==> src/rtl/gpm_pkg.sv <==
// ============================================================================
// gpm_pkg: shared types and constants of the glob pattern matcher
// Holds the request and response structs, the decoded pattern element,
// the matcher's control bundles for the element fetcher and the store, and
// the pattern store geometry.
// ============================================================================
`default_nettype none

package gpm_pkg;

   localparam int PATTERN_MAX = 32;
   localparam int ADDR_W      = $clog2(PATTERN_MAX);
   localparam int LEN_W       = $clog2(PATTERN_MAX + 1);
   localparam int POS_CAP     = PATTERN_MAX + 2;
   localparam int POS_W       = $clog2(POS_CAP + 1);

   localparam int FIFO_DEPTH  = 4;
   localparam int FIFO_PTR_W  = $clog2(FIFO_DEPTH);
   localparam int FIFO_CNT_W  = $clog2(FIFO_DEPTH + 1);

   localparam logic [1:0] MODE_PATTERN = 2'd0;
   localparam logic [1:0] MODE_TEXT    = 2'd1;
   localparam logic [1:0] MODE_END     = 2'd2;

   localparam logic [7:0] CHAR_ESCAPE  = 8'h5C;
   localparam logic [7:0] CHAR_ANY     = 8'h3F;
   localparam logic [7:0] CHAR_STAR    = 8'h2A;

   typedef enum logic [1:0] {
      KIND_FETCH = 2'd0,
      KIND_STOP  = 2'd1,
      KIND_ALL   = 2'd2
   } kind_type;

   typedef struct packed {
      logic [1:0] mode;
      logic [7:0] char_byte;
      logic       last;
   } req_type;

   typedef struct packed {
      logic matched;
      logic pattern_overflow;
   } rsp_type;

   typedef struct packed {
      logic [7:0]       elem_byte;
      logic             any_byte;
      kind_type         kind;
      logic [7:0]       stop_byte;
      logic [POS_W-1:0] position;
   } elem_type;

   typedef struct packed {
      logic             restart;
      logic [LEN_W-1:0] length;
   } fetch_ctl_type;

   typedef struct packed {
      logic              en;
      logic [ADDR_W-1:0] addr;
      logic [7:0]        data;
   } ram_wr_type;

endpackage

`default_nettype wire

==> src/rtl/gpm_ram.sv <==
// ============================================================================
// gpm_ram: generic single write, single read memory
// One write port and one read port; read data is registered.
// ============================================================================
`default_nettype none

module gpm_ram #(
   parameter int WIDTH = 8,
   parameter int DEPTH = 32
) (
   input  logic                     clock,
   input  logic                     wr_en,
   input  logic [$clog2(DEPTH)-1:0] wr_addr,
   input  logic [WIDTH-1:0]         wr_data,
   input  logic [$clog2(DEPTH)-1:0] rd_addr,
   output logic [WIDTH-1:0]         rd_data
);

   logic [WIDTH-1:0] mem_ff [DEPTH];
   logic [WIDTH-1:0] rd_data_ff;

   always_ff @(posedge clock) begin
      if (wr_en) begin
         mem_ff[wr_addr] <= wr_data;
      end
      rd_data_ff <= mem_ff[rd_addr];
   end

   assign rd_data = rd_data_ff;

endmodule

`default_nettype wire

==> src/rtl/gpm_elem_fetch.sv <==
// ============================================================================
// gpm_elem_fetch: pattern element fetcher
// Walks the pattern store through a four byte window, one position a cycle
// while the window has room, and decodes literal, escape, any-byte and
// star elements, pushing each with the position after it into the queue.
// ============================================================================
`default_nettype none

module gpm_elem_fetch
   import gpm_pkg::*;
(
   input  logic              clock,
   input  logic              reset,
   input  fetch_ctl_type     ctl,
   output logic [ADDR_W-1:0] ram_rd_addr,
   input  logic [7:0]        ram_rd_data,
   input  logic              fifo_full,
   output logic              push,
   output elem_type          push_data
);

   logic [LEN_W-1:0] rd_pos_ff, rd_pos_in;
   logic             infl_ff, infl_in;
   logic             infl_zero_ff, infl_zero_in;
   logic [7:0]       win_ff [4];
   logic [7:0]       win_in [4];
   logic [2:0]       win_cnt_ff, win_cnt_in;
   logic [POS_W-1:0] pos_ff, pos_in;
   logic             skip_ff, skip_in;

   logic             fire;
   logic             issue;
   logic             rd_zero;
   logic             adv2;
   logic [2:0]       cnt_keep;
   logic [2:0]       cnt_after;
   logic [7:0]       arr_byte;
   logic [7:0]       look;
   logic [POS_W:0]   pos_sum;
   logic [POS_W-1:0] pos_inc;
   elem_type         elem;

   // decode the element at the window head
   always_comb begin
      elem.elem_byte = win_ff[0];
      elem.any_byte  = 1'b0;
      elem.kind      = KIND_FETCH;
      elem.stop_byte = '0;
      look           = win_ff[1];
      adv2           = 1'b0;
      if (win_ff[0] == CHAR_ESCAPE) begin
         elem.elem_byte = win_ff[1];
         adv2           = 1'b1;
      end else if (win_ff[0] == CHAR_ANY) begin
         elem.elem_byte = '0;
         elem.any_byte  = 1'b1;
      end else if (win_ff[0] == CHAR_STAR) begin
         if (win_ff[1] == CHAR_ESCAPE) begin
            look = win_ff[2];
         end else if (win_ff[1] == CHAR_ANY || win_ff[1] == CHAR_STAR) begin
            look = '0;
         end
         elem.elem_byte = '0;
         elem.any_byte  = 1'b1;
         if (look == '0) begin
            elem.kind = KIND_ALL;
         end else begin
            elem.kind      = KIND_STOP;
            elem.stop_byte = look;
         end
      end
      pos_sum = {1'b0, pos_ff} + (adv2 ? (POS_W+1)'(2) : (POS_W+1)'(1));
      elem.position = (pos_sum > (POS_W+1)'(POS_CAP)) ? POS_W'(POS_CAP)
                                                      : pos_sum[POS_W-1:0];
   end

   always_comb begin
      fire      = (win_cnt_ff >= 3'd3) && (skip_ff || !fifo_full);
      push      = fire && !skip_ff;
      push_data = elem;
      arr_byte  = infl_zero_ff ? 8'd0 : ram_rd_data;
      cnt_keep  = win_cnt_ff - {2'b00, fire};
      cnt_after = cnt_keep + {2'b00, infl_ff};
      issue     = (cnt_after <= 3'd3);
      rd_zero   = (rd_pos_ff >= ctl.length);
      ram_rd_addr = rd_zero ? '0 : rd_pos_ff[ADDR_W-1:0];
      pos_inc   = (pos_ff == POS_W'(POS_CAP)) ? pos_ff : pos_ff + POS_W'(1);

      for (int i = 0; i < 3; i++) begin
         win_in[i] = fire ? win_ff[i+1] : win_ff[i];
      end
      win_in[3] = win_ff[3];
      if (infl_ff) begin
         win_in[cnt_keep[1:0]] = arr_byte;
      end

      win_cnt_in   = cnt_after;
      infl_in      = issue;
      infl_zero_in = rd_zero;
      rd_pos_in    = (issue && rd_pos_ff != LEN_W'(PATTERN_MAX)) ? rd_pos_ff + LEN_W'(1)
                                                                 : rd_pos_ff;
      pos_in       = fire ? pos_inc : pos_ff;
      skip_in      = fire ? (push && win_ff[0] == CHAR_ESCAPE) : skip_ff;

      // restart the walk at position zero
      if (ctl.restart) begin
         win_cnt_in = '0;
         infl_in    = 1'b0;
         rd_pos_in  = '0;
         pos_in     = '0;
         skip_in    = 1'b0;
      end
   end

   always_ff @(posedge clock) begin
      if (reset) begin
         rd_pos_ff    <= '0;
         infl_ff      <= 1'b0;
         infl_zero_ff <= 1'b0;
         win_cnt_ff   <= '0;
         pos_ff       <= '0;
         skip_ff      <= 1'b0;
      end else begin
         rd_pos_ff    <= rd_pos_in;
         infl_ff      <= infl_in;
         infl_zero_ff <= infl_zero_in;
         win_cnt_ff   <= win_cnt_in;
         pos_ff       <= pos_in;
         skip_ff      <= skip_in;
      end
   end

   always_ff @(posedge clock) begin
      for (int i = 0; i < 4; i++) begin
         win_ff[i] <= win_in[i];
      end
   end

endmodule

`default_nettype wire

==> src/rtl/gpm_elem_fifo.sv <==
// ============================================================================
// gpm_elem_fifo: decoded element queue
// Short queue of decoded pattern elements between the fetcher and the
// matcher; flush empties it at once.
// ============================================================================
`default_nettype none

module gpm_elem_fifo
   import gpm_pkg::*;
(
   input  logic     clock,
   input  logic     reset,
   input  logic     flush,
   input  logic     push,
   input  elem_type push_data,
   input  logic     pop,
   output logic     full,
   output logic     empty,
   output elem_type head
);

   elem_type               mem_ff [FIFO_DEPTH];
   logic [FIFO_PTR_W-1:0]  wr_ptr_ff, wr_ptr_in;
   logic [FIFO_PTR_W-1:0]  rd_ptr_ff, rd_ptr_in;
   logic [FIFO_CNT_W-1:0]  cnt_ff, cnt_in;

   always_comb begin
      full  = (cnt_ff == FIFO_CNT_W'(FIFO_DEPTH));
      empty = (cnt_ff == '0);
      head  = mem_ff[rd_ptr_ff];
      if (flush) begin
         wr_ptr_in = '0;
         rd_ptr_in = '0;
         cnt_in    = '0;
      end else begin
         wr_ptr_in = push ? wr_ptr_ff + FIFO_PTR_W'(1) : wr_ptr_ff;
         rd_ptr_in = pop  ? rd_ptr_ff + FIFO_PTR_W'(1) : rd_ptr_ff;
         cnt_in    = cnt_ff + FIFO_CNT_W'(push) - FIFO_CNT_W'(pop);
      end
   end

   always_ff @(posedge clock) begin
      if (reset) begin
         wr_ptr_ff <= '0;
         rd_ptr_ff <= '0;
         cnt_ff    <= '0;
      end else begin
         wr_ptr_ff <= wr_ptr_in;
         rd_ptr_ff <= rd_ptr_in;
         cnt_ff    <= cnt_in;
      end
   end

   always_ff @(posedge clock) begin
      if (push) begin
         mem_ff[wr_ptr_ff] <= push_data;
      end
   end

endmodule

`default_nettype wire

==> src/rtl/gpm_match.sv <==
// ============================================================================
// gpm_match: request intake and text matcher
// Takes pattern, text and end requests, writes pattern bytes into the store,
// steps the non-backtracking star match over text bytes with elements from the
// queue and holds the result in an output register.
// ============================================================================
`default_nettype none

module gpm_match
   import gpm_pkg::*;
(
   input  logic          clock,
   input  logic          reset,
   input  logic          req_valid,
   output logic          req_stall,
   input  req_type       req_data,
   output logic          rsp_valid,
   input  logic          rsp_stall,
   output rsp_type       rsp_data,
   input  logic          elem_empty,
   input  elem_type      elem_head,
   output logic          elem_pop,
   output fetch_ctl_type fetch_ctl,
   output ram_wr_type    ram_wr
);

   logic [LEN_W-1:0] len_ff, len_in;
   logic             closed_ff, closed_in;
   logic             ovf_ff, ovf_in;
   logic [POS_W-1:0] pos_ff, pos_in;
   logic [7:0]       elem_byte_ff, elem_byte_in;
   logic             any_ff, any_in;
   logic [7:0]       stop_byte_ff, stop_byte_in;
   kind_type         kind_ff, kind_in;
   logic             mism_ff, mism_in;
   logic             rsp_valid_ff, rsp_valid_in;
   rsp_type          rsp_data_ff, rsp_data_in;

   logic             is_pattern;
   logic             is_text;
   logic             is_end;
   logic             emit;
   logic             out_blocked;
   logic             accept;
   logic             need;
   logic [7:0]       t_elem;
   logic             t_any;
   logic [7:0]       t_stop;
   kind_type         t_kind;
   logic [POS_W-1:0] t_pos;
   logic             t_mism;
   logic             e_mism;
   logic [POS_W-1:0] e_pos;
   logic             ok;
   logic [LEN_W-1:0] base_len;
   logic             base_ovf;
   logic             room;
   logic             restart;

   always_comb begin
      is_pattern  = (req_data.mode == MODE_PATTERN);
      is_text     = (req_data.mode == MODE_TEXT);
      is_end      = (req_data.mode == MODE_END);
      emit        = (is_text && req_data.last) || is_end;
      out_blocked = rsp_valid_ff && rsp_stall;
      req_stall   = (is_text && elem_empty) || (emit && out_blocked);
      accept      = req_valid && !req_stall;

      need = !mism_ff && (kind_ff == KIND_FETCH ||
                          (kind_ff == KIND_STOP && stop_byte_ff == req_data.char_byte));
      t_elem = need ? elem_head.elem_byte : elem_byte_ff;
      t_any  = need ? elem_head.any_byte  : any_ff;
      t_stop = need ? elem_head.stop_byte : stop_byte_ff;
      t_kind = need ? elem_head.kind      : kind_ff;
      t_pos  = need ? elem_head.position  : pos_ff;
      t_mism = mism_ff || (!t_any && req_data.char_byte != t_elem);
      if (!mism_ff && t_kind == KIND_FETCH) begin
         t_any = 1'b0;
      end
      elem_pop = accept && is_text && need;

      e_mism = is_text ? t_mism : mism_ff;
      e_pos  = is_text ? t_pos  : pos_ff;
      ok     = !ovf_ff && !e_mism && (e_pos == POS_W'(len_ff));

      base_len = closed_ff ? '0 : len_ff;
      base_ovf = closed_ff ? 1'b0 : ovf_ff;
      room     = (base_len != LEN_W'(PATTERN_MAX));

      ram_wr.en   = accept && is_pattern && room;
      ram_wr.addr = base_len[ADDR_W-1:0];
      ram_wr.data = req_data.char_byte;

      restart           = accept && (is_pattern || emit);
      fetch_ctl.restart = restart;
      fetch_ctl.length  = len_ff;
   end

   always_comb begin
      len_in       = len_ff;
      closed_in    = closed_ff;
      ovf_in       = ovf_ff;
      pos_in       = pos_ff;
      elem_byte_in = elem_byte_ff;
      any_in       = any_ff;
      stop_byte_in = stop_byte_ff;
      kind_in      = kind_ff;
      mism_in      = mism_ff;
      rsp_valid_in = out_blocked;
      rsp_data_in  = rsp_data_ff;

      if (accept) begin
         case (req_data.mode)
            MODE_PATTERN: begin
               len_in    = room ? base_len + LEN_W'(1) : base_len;
               ovf_in    = base_ovf | !room;
               closed_in = req_data.last;
            end
            MODE_TEXT: begin
               closed_in = 1'b1;
               if (!emit) begin
                  pos_in       = t_pos;
                  elem_byte_in = t_elem;
                  any_in       = t_any;
                  stop_byte_in = t_stop;
                  kind_in      = t_kind;
                  mism_in      = t_mism;
               end
            end
            MODE_END: begin
               closed_in = 1'b1;
            end
            default: begin
            end
         endcase
         if (emit) begin
            rsp_valid_in                 = 1'b1;
            rsp_data_in.matched          = ok;
            rsp_data_in.pattern_overflow = ovf_ff;
         end
      end

      // drop match state for the next text
      if (restart) begin
         pos_in       = '0;
         elem_byte_in = '0;
         any_in       = 1'b0;
         stop_byte_in = '0;
         kind_in      = KIND_FETCH;
         mism_in      = 1'b0;
      end
   end

   always_ff @(posedge clock) begin
      if (reset) begin
         len_ff       <= '0;
         closed_ff    <= 1'b1;
         ovf_ff       <= 1'b0;
         pos_ff       <= '0;
         elem_byte_ff <= '0;
         any_ff       <= 1'b0;
         stop_byte_ff <= '0;
         kind_ff      <= KIND_FETCH;
         mism_ff      <= 1'b0;
         rsp_valid_ff <= 1'b0;
      end else begin
         len_ff       <= len_in;
         closed_ff    <= closed_in;
         ovf_ff       <= ovf_in;
         pos_ff       <= pos_in;
         elem_byte_ff <= elem_byte_in;
         any_ff       <= any_in;
         stop_byte_ff <= stop_byte_in;
         kind_ff      <= kind_in;
         mism_ff      <= mism_in;
         rsp_valid_ff <= rsp_valid_in;
      end
   end

   always_ff @(posedge clock) begin
      rsp_data_ff <= rsp_data_in;
   end

   assign rsp_valid = rsp_valid_ff;
   assign rsp_data  = rsp_data_ff;

`ifndef SYNTHESIS
   a_pop_nonempty: assert property (@(posedge clock) disable iff (reset)
      elem_pop |-> !elem_empty)
      else $error("element popped from empty queue");

   a_ovf_no_match: assert property (@(posedge clock) disable iff (reset)
      rsp_valid_ff |-> !(rsp_data_ff.matched && rsp_data_ff.pattern_overflow))
      else $error("match reported on overflowed pattern");

   a_restart_clears: assert property (@(posedge clock) disable iff (reset)
      restart |=> (pos_ff == '0 && !mism_ff && kind_ff == KIND_FETCH))
      else $error("match state not cleared after restart");

   a_len_bound: assert property (@(posedge clock) disable iff (reset)
      len_ff <= LEN_W'(PATTERN_MAX))
      else $error("pattern length beyond store");
`endif

endmodule

`default_nettype wire

==> src/rtl/glob_pattern_matcher_unit.sv <==
// ============================================================================
// glob_pattern_matcher_unit: streaming glob wildcard matcher
// Send a pattern as mode 0 requests (last on its final byte), then text
// bytes as mode 1 requests (last on the final byte), or one mode 2 request
// for an empty text or to end a text early. Each text gives one response
// with matched and pattern_overflow; the pattern stays for further texts.
// Pattern requests are taken one per cycle. Text bytes are taken one per
// cycle while the element queue holds a decoded element; the fetcher
// produces one element per cycle while the queue has room, an escape
// element also taking the step of the byte it escapes. After every pattern
// byte and after every response the fetcher restarts at pattern position 0,
// so the first text byte waits for the store read and three window bytes.
// The response is registered: it is valid the cycle after the final text
// request is accepted. A stalled response holds; a further final request
// is stalled until the response register frees, while other requests go on.
// Reset empties the pattern (length zero) and clears the match state.
// ============================================================================
`default_nettype none

module glob_pattern_matcher_unit
   import gpm_pkg::*;
(
   input  logic    clock,
   input  logic    reset,
   input  logic    req_valid,
   output logic    req_stall,
   input  req_type req_data,
   output logic    rsp_valid,
   input  logic    rsp_stall,
   output rsp_type rsp_data
);

   fetch_ctl_type     fetch_ctl;
   ram_wr_type        ram_wr;
   logic [ADDR_W-1:0] ram_rd_addr;
   logic [7:0]        ram_rd_data;
   logic              fifo_full;
   logic              fifo_empty;
   logic              fifo_push;
   logic              fifo_pop;
   elem_type          fifo_push_data;
   elem_type          fifo_head;

   gpm_ram #(
      .WIDTH (8),
      .DEPTH (PATTERN_MAX)
   ) u_pattern_ram (
      .clock   (clock),
      .wr_en   (ram_wr.en),
      .wr_addr (ram_wr.addr),
      .wr_data (ram_wr.data),
      .rd_addr (ram_rd_addr),
      .rd_data (ram_rd_data)
   );

   gpm_elem_fetch u_fetch (
      .clock       (clock),
      .reset       (reset),
      .ctl         (fetch_ctl),
      .ram_rd_addr (ram_rd_addr),
      .ram_rd_data (ram_rd_data),
      .fifo_full   (fifo_full),
      .push        (fifo_push),
      .push_data   (fifo_push_data)
   );

   gpm_elem_fifo u_fifo (
      .clock     (clock),
      .reset     (reset),
      .flush     (fetch_ctl.restart),
      .push      (fifo_push),
      .push_data (fifo_push_data),
      .pop       (fifo_pop),
      .full      (fifo_full),
      .empty     (fifo_empty),
      .head      (fifo_head)
   );

   gpm_match u_match (
      .clock      (clock),
      .reset      (reset),
      .req_valid  (req_valid),
      .req_stall  (req_stall),
      .req_data   (req_data),
      .rsp_valid  (rsp_valid),
      .rsp_stall  (rsp_stall),
      .rsp_data   (rsp_data),
      .elem_empty (fifo_empty),
      .elem_head  (fifo_head),
      .elem_pop   (fifo_pop),
      .fetch_ctl  (fetch_ctl),
      .ram_wr     (ram_wr)
   );

endmodule

`default_nettype wire
==> config.mk <==
export PLATFORM = sky130hd
export DESIGN_NAME = glob_pattern_matcher_unit
export DESIGN_NICKNAME = d
export VERILOG_FILES = /design/src/rtl/gpm_pkg.sv /design/src/rtl/gpm_ram.sv /design/src/rtl/gpm_elem_fetch.sv /design/src/rtl/gpm_elem_fifo.sv /design/src/rtl/gpm_match.sv /design/src/rtl/glob_pattern_matcher_unit.sv
export SDC_FILE = /design/constraint.sdc
export NUM_CORES = 1
export LEC_CHECK = 0
export ABC_CLOCK_PERIOD_IN_PS = 4500
export BUFFER_PORTS_ARGS = -buffer_cell sky130_fd_sc_hd__buf_2
export CAP_MARGIN = 20
export CORE_UTILIZATION = 50
export DETAILED_ROUTE_END_ITERATION = 12
export PLACE_DENSITY_LB_ADDON = 0.12
export SYNTH_ARGS = -nofsm -noshare
export SYNTH_HDL_FRONTEND = slang
export SYNTH_SLANG_ARGS = --single-unit
==> constraint.sdc <==
create_clock -name clock -period 4.5 [get_ports clock]
set_input_delay 0.9 -clock clock [delete_from_list [all_inputs] [get_ports clock]]
set_output_delay 0.9 -clock clock [all_outputs]
set_load 0.03 [all_outputs]
## Word-level counts from Yosys, hierarchy flattened

Memory sizes are Yosys's and may differ from the RTL's. A register that Yosys moved wholly into a read port is not among the register bits.
Index checks and enable logic that the tools add are counted.

| storage, ports and cells | value |
|---|---|
| memories kept | 3 |
| latch bits | 0 |
| memory bits (read-only) | 0 |
| bits in writable memories | 388 |
| input bits | 15 |
| output and inout port bits | 4 |
| flip-flop bits (word level) | 62 |

Memory list:

| name | words | bits a word | read ports | clocked after Yosys merged registers in | write ports | line | source |
|---|---|---|---|---|---|---|---|
| u_pattern_ram.mem_ff | 32 | 8 | 1 | 1 | 1 | gpm_ram.sv:19 | `logic [WIDTH-1:0] mem_ff [DEPTH];` |
| u_fifo.mem_ff | 4 | 25 | 1 | 1 | 1 | gpm_elem_fifo.sv:22 | `elem_type mem_ff [FIFO_DEPTH];` |
| u_fetch.win_ff | 4 | 8 | 4 | 0 | 4 | gpm_elem_fetch.sv:25 | `logic [7:0] win_ff [4];` |

| cells by class | value |
|---|---|
| $mul | 0 |
| $lt $le $gt $ge | 6 |
| mux-type cells | 43 |
| equal/unequal tests | 16 |
| divide/modulo/power cells | 0 |
| reductions and logical operators | 50 |
| shift operators | 0 |
| add/sub/neg operators | 10 |
| bitwise operators | 4 |

Operators by type and width:

| kind | number |
|---|---|
| 8-bit two-way mux | 13 |
| 32-bit bitwise mux | 1 |
| 8-bit by 6-bit equality test with 1-bit output (second input constant) | 4 |
| 32-bit two-way mux | 1 |
| 6-bit two-way mux | 5 |
| 1-bit logical AND | 21 |
| 19-bit two-way mux | 1 |
| 6-bit by 1-bit adder with 6-bit output (second input constant) | 3 |
| 8-bit demux with 2-bit select | 1 |
| 8-bit by 7-bit equality test with 1-bit output (second input constant) | 2 |
| 6-bit inequality test (second input constant) | 2 |
| 1-bit two-way mux | 11 |
| 11-bit two-way mux | 1 |
| 10-bit two-way mux | 1 |
| 2-bit two-way mux | 5 |
| 9-bit two-way mux | 1 |
| 8-bit equality test | 1 |
| 1-bit logical NOT | 8 |
| 8-bit logical NOT | 1 |
| 8-bit inequality test | 1 |
| 2-bit AND reduction | 4 |
| 6-bit by 7-bit adder with 7-bit output | 1 |
| 7-bit by 6-bit > comparator with 1-bit output (second input constant) | 1 |
| 1-bit logical OR | 7 |
| 24 further kinds | 32 |

## Logic depth before layout (Yosys ltp)

An unclocked memory read counts as a cell.

| logic depth | value |
|---|---|
| depth in word-level cells | 13 |
| mapped depth | 14 |

## By module

Synthesis repeated with hierarchy kept, for this count alone.

| second synthesis, totals | value |
|---|---|
| cells, all modules | 1227 |
| area total of the unflattened synthesis | 19681.4 um^2 |

Modules (own cells, without submodules):

| module | area each (um^2) | cells an instance | seq. area each (um^2) | instances |
|---|---|---|---|---|
| gpm_ram | 10053.4 | 417 | 7847.5 | 1 |
| gpm_elem_fifo | 4102.7 | 177 | 3183.1 | 1 |
| gpm_elem_fetch | 3195.6 | 352 | 1081.0 | 1 |
| gpm_match | 2329.7 | 281 | 760.7 | 1 |

## Least setup slack after synthesis

OpenSTA, ideal clock, no wires.

| timing | value |
|---|---|
| path kind | input -> register |
| start | input req_data[10] (netlist name) |
| end | memory u_pattern_ram.mem_ff[52][0] (netlist: u_pattern_ram.mem_ff[13][0]), enable pin |
| library setup time | 0.370 ns |
| arrival time | 2.910 ns |
| path slack | 1.220 ns |
| cell stages on the path | 9 |
| data required time | 4.130 ns |
| path through | inv_1 ha_1 a21o_1 a31oi_1 and2_1 nand2_1 nor2_1 nand2_1 nor2_1 |

| between the ends | value |
|---|---|
| word-level cells in the longest chain between the ends | 11 |

Ends and longest elaborated chain:

| what | line | source |
|---|---|---|
| start, declared | glob_pattern_matcher_unit.sv:27 | `input req_type req_data,` |
| 2-bit by 1-bit equality test with 1-bit output | gpm_match.sv:62 | `is_text = (req_data.mode == MODE_TEXT);` |
| 1-bit logical AND | gpm_match.sv:64 | `emit = (is_text && req_data.last) \|\| is_end;` |
| 1-bit logical OR | gpm_match.sv:64 |  |
| 1-bit logical AND | gpm_match.sv:66 | `req_stall = (is_text && elem_empty) \|\| (emit && out_blocked);` |
| 1-bit logical OR | gpm_match.sv:66 |  |
| 1-bit logical NOT | gpm_match.sv:67 | `accept = req_valid && !req_stall;` |
| 1-bit logical AND | gpm_match.sv:67 |  |
| 1-bit logical AND * (2 in series) | gpm_match.sv:90 | `ram_wr.en = accept && is_pattern && room;` |
| 1-bit two-way mux * | gpm_ram.sv:23 | `if (wr_en) begin` |
| 1-bit two-way mux (not written as such) * | gpm_ram.sv:24 | `mem_ff[wr_addr] <= wr_data;` |
| end, declared | gpm_ram.sv:19 |  |

Every way passes the cells marked *; elsewhere a longest branch is shown, timed or not.

## Final worst setup path

| timing | value |
|---|---|
| start | register u_match.len_ff[3] |
| end | register u_pattern_ram.rd_data_ff[2] (netlist: u_pattern_ram.rd_data[2]) (read register of u_pattern_ram.mem_ff) |

| between the ends | value |
|---|---|
| word-level cells in the longest chain between the ends | 2 |

Ends and longest elaborated chain:

| what | line | source |
|---|---|---|
| start, declared | gpm_match.sv:27 | `logic [LEN_W-1:0] len_ff, len_in;` |
| start signal, assigned | gpm_match.sv:167 | `len_ff <= len_in;` |
| 6-bit greater-or-equal comparator | gpm_elem_fetch.sv:85 | `rd_zero = (rd_pos_ff >= ctl.length);` |
| 5-bit two-way mux | gpm_elem_fetch.sv:86 | `ram_rd_addr = rd_zero ? '0 : rd_pos_ff[ADDR_W-1:0];` |
| end, declared | gpm_ram.sv:20 | `logic [WIDTH-1:0] rd_data_ff;` |

Every way passes these cells.
A chain may end at the register's enable or synchronous reset.

==> run summary <==
status -> finished clean
num ports -> 19
drt drc -> 0
Setup crit end -> u_pattern_ram.rd_data[2]
TritonRoute pass-1 iters -> 5
Worst-Skew Late Latency -> 580 ps
max-cap violations -> 0
count of unique library cells instantiated by Yosys -> 65
CTS sink cnt -> 460
CP required -> 5030 ps
final clock skew -> 25.3 ps
dominant cells by area after synthesis -> edfxtp_1, dfxtp_1, mux4_2
DRT antenna net count -> 0
DR vias/cell -> 5.83
Die ar. -> 39200 sq um
minimum clock period -> 3820 ps
Starting Density -> 50.9%
die height -> 198 microns
largest net degree at the start of global routing -> 67
CTS Buf Count -> 48
CTS tree -> built
H-tree Lvls -> 2
most frequent cells in the layout -> edfxtp_1, nor2_1, nand2_1, dfxtp_1
crit path launch -> u_match.len_ff[3]
Reg-to-Reg Start -> u_match.len_ff[3]
cell taking the most area after synthesis -> edfxtp_1
Final Max Tran Viols -> 0
global-route wire length before repair -> 68700 microns
Achievable Freq -> 262 MHz
RSZ-0062 raised after global routing -> no
Main synth FF type -> edfxtp_1
Post-Syn Area per Cell -> 14.0 sq um
Final TNS setup -> 0 ps
DP Wirelength -> 29000 microns
Row Count -> 71
Relative slew margins -> 36.4%
DRT iter0 DRCs -> 881
Net Count, Synth -> 1420
Hold Vio Cnt, Final -> 0
Die X -> 198 microns
antenna cell count -> 0
Root Buffer -> clkbuf_16
commonest non-fill, non-tap cell in the layout -> edfxtp_1
routed wire length per instance -> 22.5 microns
period utilisation layout -> 84.8%
Post-Route WL -> 44500 microns
final setup vio count -> 0
Post-Syn Area -> 19200 sq um
sequential share of the synthesized area -> 66.9%
share of flip-flops with an asynchronous set or reset -> 0%
Final nets -> 1477
post-CTS setup buffers -> 0
Syn-to-layout area delta -> 12.5%
Lkg Pwr -> 7.28 nW
layout cells sized above 1 -> 12.8%
CP arrival -> 4340 ps
CP Launch Type -> flip-flop
worst r2r dst -> u_pattern_ram.rd_data[2]
CTS Hold Bufs -> 0
Synth top area share -> 57.2%
Vias -> 11500
Max VDD drop -> 316 uV
# port buffers -> 18
clk slew on worst S/H paths -> 60 ps
Post-synth EDFFs -> 366
number of global-route vias before repair -> 11300
post-CTS sizing -> 0
FF-to-FF path depth -> 9
CP max FO -> 19
Hold Slack -> 461 ps
remaining global-route overflow -> 0
FF-to-FF setup slack -> 680 ps
gr usage total -> 23.7%
Worst setup EP type -> flip-flop
Setup CP Type -> flip-flop to flip-flop
Synth Instances -> 1373
worst hold path type -> flip-flop to flip-flop
PwrDens -> 480 nW/um^2
Core Region -> 37800 sq um
initial antenna violation count -> 1
Yosys reg bits -> 460
filler cell count in the final layout -> 3080
CTS max path bufs -> 3
Slew @ Worst Pin -> 955 ps
gpl congestion -> 0.846
Synth Warn # -> 0
how the worst min path moves through the flow:
| stage | from | end | slack [ps] | cells after the start |
|---|---|---|---|---|
| finish | u_match.pos_ff[5] | u_match.pos_ff[5] | 460 | 2 |
| global route | u_match.stop_byte_ff[7] | u_match.stop_byte_ff[7] | 480 | 2 |
| detailed placement | u_match.pos_ff[5] | u_match.pos_ff[5] | 460 | 2 |
| CTS | u_match.pos_ff[5] | u_match.pos_ff[5] | 460 | 2 |
| global placement | u_match.pos_ff[0] | u_match.pos_ff[0] | 450 | 2 |
| floorplan | u_match.any_ff | u_match.any_ff | 430 | 2 |
metrics by stage:
step | total power, mW | util [%] | cells | area [sq um] | setup slack [ps]
after CTS | 10.5 | 57.3 | 1979 | 21600 | 691
after global routing | 10.8 | 57.3 | 1979 | 21600 | 392
after global placement | 6.58 | 53.2 | 1890 | 20100 | 674
after detailed placement | 6.60 | 53.2 | 1891 | 20100 | 546
after floorplan | 6.08 | - | 1373 | 19200 | 1220
final | 10.4 | 57.3 | 1979 | 21600 | 685
sequential cells by signal (all words and copies together) (netlist names), named ones only:
signal,flops
u_fifo.wr_ptr_ff,2
u_fetch.pos_ff,6
u_match.any_ff,1
u_match.kind_ff,2
u_match.stop_byte_ff,8
u_pattern_ram.mem_ff,256
u_fifo.rd_ptr_ff,2
u_match.rsp_data,2
u_fetch.win_ff,24
u_match.ovf_ff,1
u_match.elem_byte_ff,8
u_fifo.cnt_ff,3
u_match.mism_ff,1
u_fetch.skip_ff,1
u_fetch.win_cnt_ff,3
u_match.rsp_valid,1
u_fetch.infl_zero_ff,1
u_fifo.mem_ff,100
u_fetch.rd_pos_ff,6
u_pattern_ram.rd_data,8
u_match.len_ff,6
u_match.pos_ff,6
u_match.closed_ff,1
u_fetch.infl_ff,1
layout make-up:
type	count	area, sq um	area share (%)
Inverter	35	131	0.607
Clock inverter	26	234	1.08
Sequential cell	460	12900	59.5
Multi-Input combinational cell	815	5970	27.6
Clock buffer	62	1310	6.04
Tap cell	511	639	2.96
Timing Repair Buffer	70	478	2.21
critical path, cell delays in order, from the launching register on:
cell	delay, ps
dfxtp_1	470
inv_1	190
ha_1	350
a2111oi_0	440
o21ai_0	320
a21boi_4	520
buf_4	380
mux2i_1	110
a2111oi_0	730
o32a_1	250
report_power, final:
group | internal, mW | switching, mW
registers | 4.84 | 0.232
clock network | 2.27 | 1.60
logic | 0.564 | 0.876
synth_stat cells (21+ instances only):
cell type,number
dfxtp_1,94
inv_1,33
o21ai_0,21
mux2i_1,74
a21oi_1,74
nand3_1,22
ha_1,30
edfxtp_1,366
mux4_2,38
clkbuf_1,34
nor2b_1,29
nand2_1,109
a211oi_1,23
xnor2_1,27
nor2_1,154
cells by family (layout without fill, tap and decap cells):
kind of cell / Yosys count / count (layout) / share of synthesized area, %
AO/OA/AOI/OAI: 213 / 213 / 7.50
XOR/XNOR: 47 / 47 / 2.14
adder cells (fa/ha/maj): 32 / 32 / 2.16
buffers and inverters: 98 / 193 / 2.10
flip-flops: 460 / 460 / 66.9
multiplexers: 124 / 124 / 9.71
AND/OR/NAND/NOR: 399 / 399 / 9.45
layer usage:
layer	vias to the layer above	global-route usage, %	routed length (microns)
met1	5764	35.1	20500
met3	61	4.04	2920
li1	5322	-	-
met2	381	35.9	20200
met4	2	6.57	919
met5	-	0	13
No activity file was read; power rests on OpenSTA's default activity.
